File: src/design/bsm_pkg.sv
`timescale 1ns / 1ps
// ----------------------------------------------------------------------------
// bsm_pkg: shared types and constants of the motion mask block
// Frame geometry, blend weights, register indexes and the structs passed
// between the frame control, the background store and the pixel pipeline.
// ----------------------------------------------------------------------------
package bsm_pkg;

  // frame geometry
  localparam int unsigned FRAME_PIXELS = 307200;
  localparam int unsigned ADDR_W       = $clog2(FRAME_PIXELS);
  localparam int unsigned FILL_W       = $clog2(FRAME_PIXELS + 1);
  localparam logic [ADDR_W-1:0] LAST_ADDR = ADDR_W'(FRAME_PIXELS - 1);

  // pixel and register widths
  localparam int unsigned PIX_W   = 8;
  localparam int unsigned CNT_W   = 8;
  localparam int unsigned CFG_W   = 8;
  localparam int unsigned CFG_IDX_W = 1;

  // 0.6 / 0.4 running average in 8 fractional bits, rounded half up
  localparam int unsigned WEIGHT_BG  = 154;
  localparam int unsigned WEIGHT_PIX = 102;
  localparam int unsigned ROUND_HALF = 128;
  localparam int unsigned FRAC_W     = 8;
  localparam int unsigned ACC_W      = PIX_W + FRAC_W;

  // register reset values
  localparam logic [CFG_W-1:0] DIFF_THRESHOLD_RST = CFG_W'(20);
  localparam logic [CFG_W-1:0] BLEND_PERIOD_RST   = CFG_W'(10);
  localparam logic [CNT_W-1:0] CNT_MAX            = '1;

  typedef logic [PIX_W-1:0]  pix_t;
  typedef logic [ADDR_W-1:0] addr_t;

  // register indexes
  typedef enum logic [CFG_IDX_W-1:0] {
    CFG_DIFF_THRESHOLD = 1'b0,
    CFG_BLEND_PERIOD   = 1'b1
  } cfg_idx_t;

  // frame control to pipeline
  typedef struct packed {
    addr_t addr;
    logic  blend;
  } frame_ctl_t;

  // store read request
  typedef struct packed {
    logic  en;
    addr_t addr;
  } mem_rd_t;

  // store write request
  typedef struct packed {
    logic  en;
    addr_t addr;
    pix_t  data;
  } mem_wr_t;

  // weighted blend of background and pixel, never above full scale
  function automatic pix_t blend_px(input pix_t bg, input pix_t pix);
    logic [ACC_W-1:0] acc;
    acc = ACC_W'(WEIGHT_BG) * ACC_W'(bg) + ACC_W'(WEIGHT_PIX) * ACC_W'(pix)
        + ACC_W'(ROUND_HALF);
    return acc[ACC_W-1:FRAC_W];
  endfunction

endpackage

File: src/design/bsm_frame_ctrl.sv
`timescale 1ns / 1ps
// ----------------------------------------------------------------------------
// bsm_frame_ctrl: pixel address and per-frame blend decision
// Tracks the raster position and decides at each frame start whether this
// frame is blended into the background.
// ----------------------------------------------------------------------------
module bsm_frame_ctrl (
  input  logic                          clk,
  input  logic                          rst_n,
  input  logic                          beat_acc,
  input  logic                          frame_last,
  input  logic [bsm_pkg::CNT_W-1:0]     blend_period,
  output bsm_pkg::frame_ctl_t           ctl
);
  import bsm_pkg::*;

  addr_t            addr_r, addr_nxt;
  logic [CNT_W-1:0] frames_r, frames_nxt;
  logic             blend_r, blend_nxt;
  logic             frame_start;

  // decision for the current beat, taken at frame start
  always_comb begin
    frame_start = (addr_r == '0);
    frames_nxt  = frames_r;
    blend_nxt   = blend_r;
    if (frame_start) begin
      if (frames_r > blend_period) begin
        blend_nxt  = 1'b1;
        frames_nxt = '0;
      end else begin
        blend_nxt = 1'b0;
        if (frames_r != CNT_MAX) begin
          frames_nxt = frames_r + CNT_W'(1);
        end
      end
    end
    // short frame ends on the marker, long frame wraps
    if (frame_last || addr_r == LAST_ADDR) begin
      addr_nxt = '0;
    end else begin
      addr_nxt = addr_r + ADDR_W'(1);
    end
  end

  assign ctl.addr  = addr_r;
  assign ctl.blend = blend_nxt;

  always_ff @(posedge clk) begin
    if (!rst_n) begin
      addr_r   <= '0;
      frames_r <= '0;
      blend_r  <= 1'b0;
    end else if (beat_acc) begin
      addr_r   <= addr_nxt;
      frames_r <= frames_nxt;
      blend_r  <= blend_nxt;
    end
  end

endmodule

File: config.mk
export PLATFORM = sky130hd
export DESIGN_NAME = bsm_frame_ctrl
export DESIGN_NICKNAME = d
export VERILOG_FILES = /design/src/design/bsm_pkg.sv /design/src/design/bsm_frame_ctrl.sv
export SDC_FILE = /design/constraint.sdc
export NUM_CORES = 1
export LEC_CHECK = 0
export ABC_CLOCK_PERIOD_IN_PS = 1900
export BUFFER_PORTS_ARGS = -buffer_cell sky130_fd_sc_hd__buf_2
export CORE_ASPECT_RATIO = 1.25
export CORE_MARGIN = 2
export CORE_UTILIZATION = 50
export CTS_CLUSTER_SIZE = 28
export DETAILED_ROUTE_END_ITERATION = 6
export PLACE_DENSITY = 0.77
export SLEW_MARGIN = 10
export SYNTH_ARGS = -nofsm -noshare
export SYNTH_HDL_FRONTEND = slang
export SYNTH_SLANG_ARGS = --single-unit
File: constraint.sdc
create_clock -name clk -period 1.9 [get_ports clk]
set_clock_uncertainty 0.15 [all_clocks]
set_input_delay 0 -clock clk [delete_from_list [all_inputs] [get_ports clk]]
set_output_delay 0 -clock clk [all_outputs]
set_load 0.02 [all_outputs]
* Word-level counts from Yosys, hierarchy flattened
Cells that the tools add are included.
** Storage, ports and cells
- Word-level logic and storage cells :: 17
- Output and inout port bits :: 20
- Register bits :: 28
- Bits of input ports :: 12
** Cells by class
- Reduce and logical (&&, ||, !) cells :: 4
- Equality and inequality tests :: 2
- Order comparisons :: 1
- $add $sub $neg :: 2
- Multiplexer cells :: 5
** Operator list (count)
- adder 19 x 1 -> 19 bit, second input constant :: 1
- == test 19 bit, second input constant :: 1
- logical NOT 19 bit :: 1
- two-way mux 19 bit :: 1
- two-way mux 8 bit :: 2
- adder 8 x 1 -> 8 bit, second input constant :: 1
- > comparator 8 bit :: 1
- != test 8 bit, second input constant :: 1
- AND reduction 3 bit :: 1
- two-way mux 1 bit :: 2
- nonzero test 2 bit :: 1
- logical OR 1 bit :: 1

* Longest topological paths before layout
- Depth in word-level cells :: 3
- Depth in mapped cells :: 8
- Mapped depth without buffers :: 7

* Least setup slack after synthesis
OpenSTA, ideal clock, no wires.
- Kind :: reg2reg
- From :: register addr_r[0]
- To :: register addr_r[18]
- Buffers on the path :: 1
- Data arrival time :: 1686 ps
- Library setup time :: 116 ps
- Period minus slack after synthesis :: 1952 ps
- Path slack :: -52 ps
- Stages on the path, launching flop included :: 8
- Data required time :: 1634 ps
- Path through :: dfxtp_1 ha_1 nand2_1 or3_1 buf_6 nor4_4 xnor2_1 nor2_2
** On the way
- Longest elaborated chain between the ends :: 3
- Elaborated cells on any way between the ends :: 4
- Those cells by class :: add/sub (1); eq/ne (1); mux (1); reduce/logical (1)
** RTL lines
- start: declaration :: line bsm_frame_ctrl.sv:17 : addr_t addr_r, addr_nxt;
- start signal: assignment :: line bsm_frame_ctrl.sv:55 : addr_r <= addr_nxt;
- parallel branches: the longest is 2 deep, another holds adder 19 x 1 -> 19 bit
- two-way mux 19 bit (*) :: line bsm_frame_ctrl.sv:39 : if (frame_last || addr_r == LAST_ADDR) begin
Every way passes the cells marked *.
A chain may end at the register's enable or synchronous reset.

* Worst setup path after layout
- From :: register addr_r[12]
- To :: register frames_r[5]
** On the way
- Longest elaborated chain between the ends :: 2
** RTL lines
- logical NOT 19 bit :: line bsm_frame_ctrl.sv:24 : frame_start = (addr_r == '0);
- AND reduction 3 bit (no line)
- end signal: assignment :: line bsm_frame_ctrl.sv:56 : frames_r <= frames_nxt;
- end: declaration :: line bsm_frame_ctrl.sv:18 : logic [CNT_W-1:0] frames_r, frames_nxt;
No other way between the ends.

==> flow_metrics.tcl <==
set metrics [dict create \
    numCtsBuffers 3 \
    hold_depth 7 \
    hold_class "input port to flop" \
    critPathLaunch "addr_r[12]" \
    cpMostUsedCell "buf_6" \
    clock.fmax_mhz 514.3 \
    synth_top_family_by_area "simple AND/OR/NAND/NOR gates" \
    hold_start "blend_period[0]" \
    internal_power_mw 0.8651 \
    p_leak_nw 1.053 \
    ant_nets 0 \
    setup_ws_ns -0.04446 \
    cp-end-kind "flop" \
    syn_area_per_cell_sq_um 7.953 \
    synth_edf_count 0 \
    fp-row-count 23 \
    power.switching_mw 0.2850 \
    n_fill_cell 237 \
    crit_chain "nor4_2 -> nand2_2 -> buf_6 -> nor3_4 -> buf_6 -> nand4_1 -> a31oi_1" \
    io-pin-count 32 \
    whs_ns 0.3780 \
    grt_antenna_before_repair 0 \
    num_vias 1847 \
    drtIter0Drc 93 \
    synth_seq_cells 28 \
    swShare 0.2478 \
    rr_worst_depth 7 \
    finalHoldViolCount 0 \
    clock_path_buffers 2 \
    relSlewSlack 0.7295 \
    slew_violations 0 \
    postSynthCellCount 219 \
    diodes 0 \
    start_util 0.5309 \
    cts_root_buffer "clkbuf_8" \
    netlist_area_sq_um 1742 \
    port_buffers 31 \
    area_growth_pct 41.02 \
    dpl.cell_count 301 \
    critPathKind "flop to flop" \
    fin_nets 305 \
    slowest_stage "nor4_2" \
    cp_top_family "simple AND/OR/NAND/NOR gates" \
    ys_seq_area_frac 0.3218 \
    drt-total-wl_um 4992 \
    power_density_nw_per_um2 468.3 \
    first_global_vias 1695 \
    finalSetupViolCount 4 \
    synth-simple-area-share 0.3427 \
    startpoint_type "flop" \
    final_common_cell "buf_2" \
    drc 0 \
    status "finished, violations left" \
    via_per_inst 5.808 \
    p_clk_frac 0.330 \
    track_usage 0.2310 \
    crit_buf_inv 2 \
    crit_required_ns 1.95 \
    synthXorXnorAreaFrac 0.07040 \
    vdd_drop_max_uv 412.1 \
    async_flop_share 0 \
    rrSetupSlack_ns -0.04 \
    synthMuxAreaShare 0.006466 \
    synth_ff_type "dfxtp_1" \
    p_comb_frac 0.149 \
    fin_crit_sh 1.023 \
    fin_cells 318 \
    insertion_delay_ns 0.28 \
    grt_max_degree 16 \
    synth_compound_area_frac 0.1221 \
    overflow 0 \
    synth_fa_ha_area_frac 0.07902 \
    firstDrtPassIters 4 \
    most-common-layout-cells "buf_2 (30), buf_4 (28), nor2_1 (26)" \
    violations "negative setup slack" \
    finish.utilization 0.7487 \
    dp_hpwl_um 3136 \
    globalplace.congestion 0.8011 \
    fin_setup_tns_ns -0.1071 \
    cts_tree "built" \
    rsz0062_at_grt "true" \
    cp_num_cells 7 \
    die_h_um 69.99 \
    arrival_ns 2.00 \
    worstMarginPinSlew_ns 0.4027 \
    rr_startpoint "addr_r[12]" \
    path_max_fanout 6 \
    post_drt_wl_per_cell_um 15.70 \
    die_area_sq_um 3974 \
    fin_area_sq_um 2456 \
    drv_cap 0 \
    yosys_warnings 0 \
    die_x_um 56.79 \
    grt_pass1_wl_um 7445 \
    cts.sinks 28 \
    synth_nets 242 \
    dpl_cell_area_sq_um 2079 \
    fin_crit_ns 1.944 \
    coreArea_sq_um 3281 \
    netlist-cell-type-count 47 \
    slowest_delay_ns 0.40 \
    h-tree-depth 1 \
    sequentialPowerShare 0.521 \
    path_clk_slew_ns 0.10 \
    layout-drive-gt1-share 0.4021 \
]
==> cell usage after synthesis, drive strengths merged (3+ instances only) <==
master  count  area, sq um
clkbuf      4        15.01
ha         11        137.6
a211oi      3        27.52
a31oi       5        31.28
dfxtp      28        560.5
xor2        7        61.31
nor4        6        65.06
and4        3        26.28
nor2b       3        18.77
nor2       30        115.1
buf         5        36.28
inv        13        48.79
nand2      26        97.59
and3        3        18.77
nand3      16        80.08
o21ai       4        20.02
a21oi       4        20.02
nor3        4        30.03
xnor2       7        61.31
nand4      12        75.07
==> state kept, by name, indices dropped and copies added, names as in the netlist <==
name and cells:
addr_r 19, blend_r 1, frames_r 8
==> final cells by class <==
class	instances	area [sq um]	area share
clock buffer	4	55.05	0.02241
inverter	13	48.80	0.01987
multi-input combinational	169	1264	0.5145
sequential	28	575.6	0.2343
tap	37	46.29	0.01885
timing repair buffer	67	466.7	0.1900
==> metrics by stage <==
stage	power, mW	setup slack, ns
global route	1.197	-0.1532
floorplan	0.6848	0.04319
global placement	0.7309	0.06869
CTS	1.122	-0.03127
finish	1.150	-0.04446
detailed placement	0.7339	0.05939
==> power groups by stage <==
stage               logic, mW  registers, mW  clock network, mW
global placement        0.118          0.612                  0
detailed placement      0.121          0.613                  0
global route            0.186          0.601              0.411
floorplan              0.0679          0.617                  0
finish                  0.171          0.600              0.380
CTS                     0.142          0.601              0.380
==> per-layer routing <==
| layer | track usage | share of wire | vias up | wire length [um] |
|---|---|---|---|---|
| met2 | 0.3992 | 0.52 | 68 | 2587 |
| met3 | 0.02593 | 0.049 | 13 | 247 |
| li1 | - | - | 907 | - |
| met5 | 0 | 0 | - | 0 |
| met1 | 0.2927 | 0.41 | 859 | 2061 |
| met4 | 0.08269 | 0.019 | 0 | 96 |
==> worst paths after layout <==
kind            endpoint
max          frames_r[5]
min          frames_r[3]
max reg2reg  frames_r[5]
min reg2reg    addr_r[7]
==> cell families after synthesis <==
| group | count (synthesis) |
|---|---|
| AND/OR/NAND/NOR | 113 |
| AO/OA/AOI/OAI | 30 |
| flip-flops | 28 |
| buffers and inverters | 22 |
| XOR/XNOR | 14 |
| adder cells (fa/ha/maj) | 11 |
| multiplexers | 1 |
==> tightest hold or removal path, delay by kind of cell <==
kind                     cells  cell delay [ns]
adder cells (fa/ha/maj)      1             0.21
AO/OA/AOI/OAI                2             0.17
buffers and inverters        2             0.20
AND/OR/NAND/NOR              2             0.18
==> repair_timing <==
action | in CTS | in global routing
endpoints found under the hold margin | 5 | 0
cloned | 1 | 0
pin swaps | 9 | 12
setup buffers | 5 | 4
endpoints found under the setup margin | 1 | 13
hold buffers | 3 | 0
gates resized for setup | 22 | 29
No activity file was read; power rests on OpenSTA's default activity.
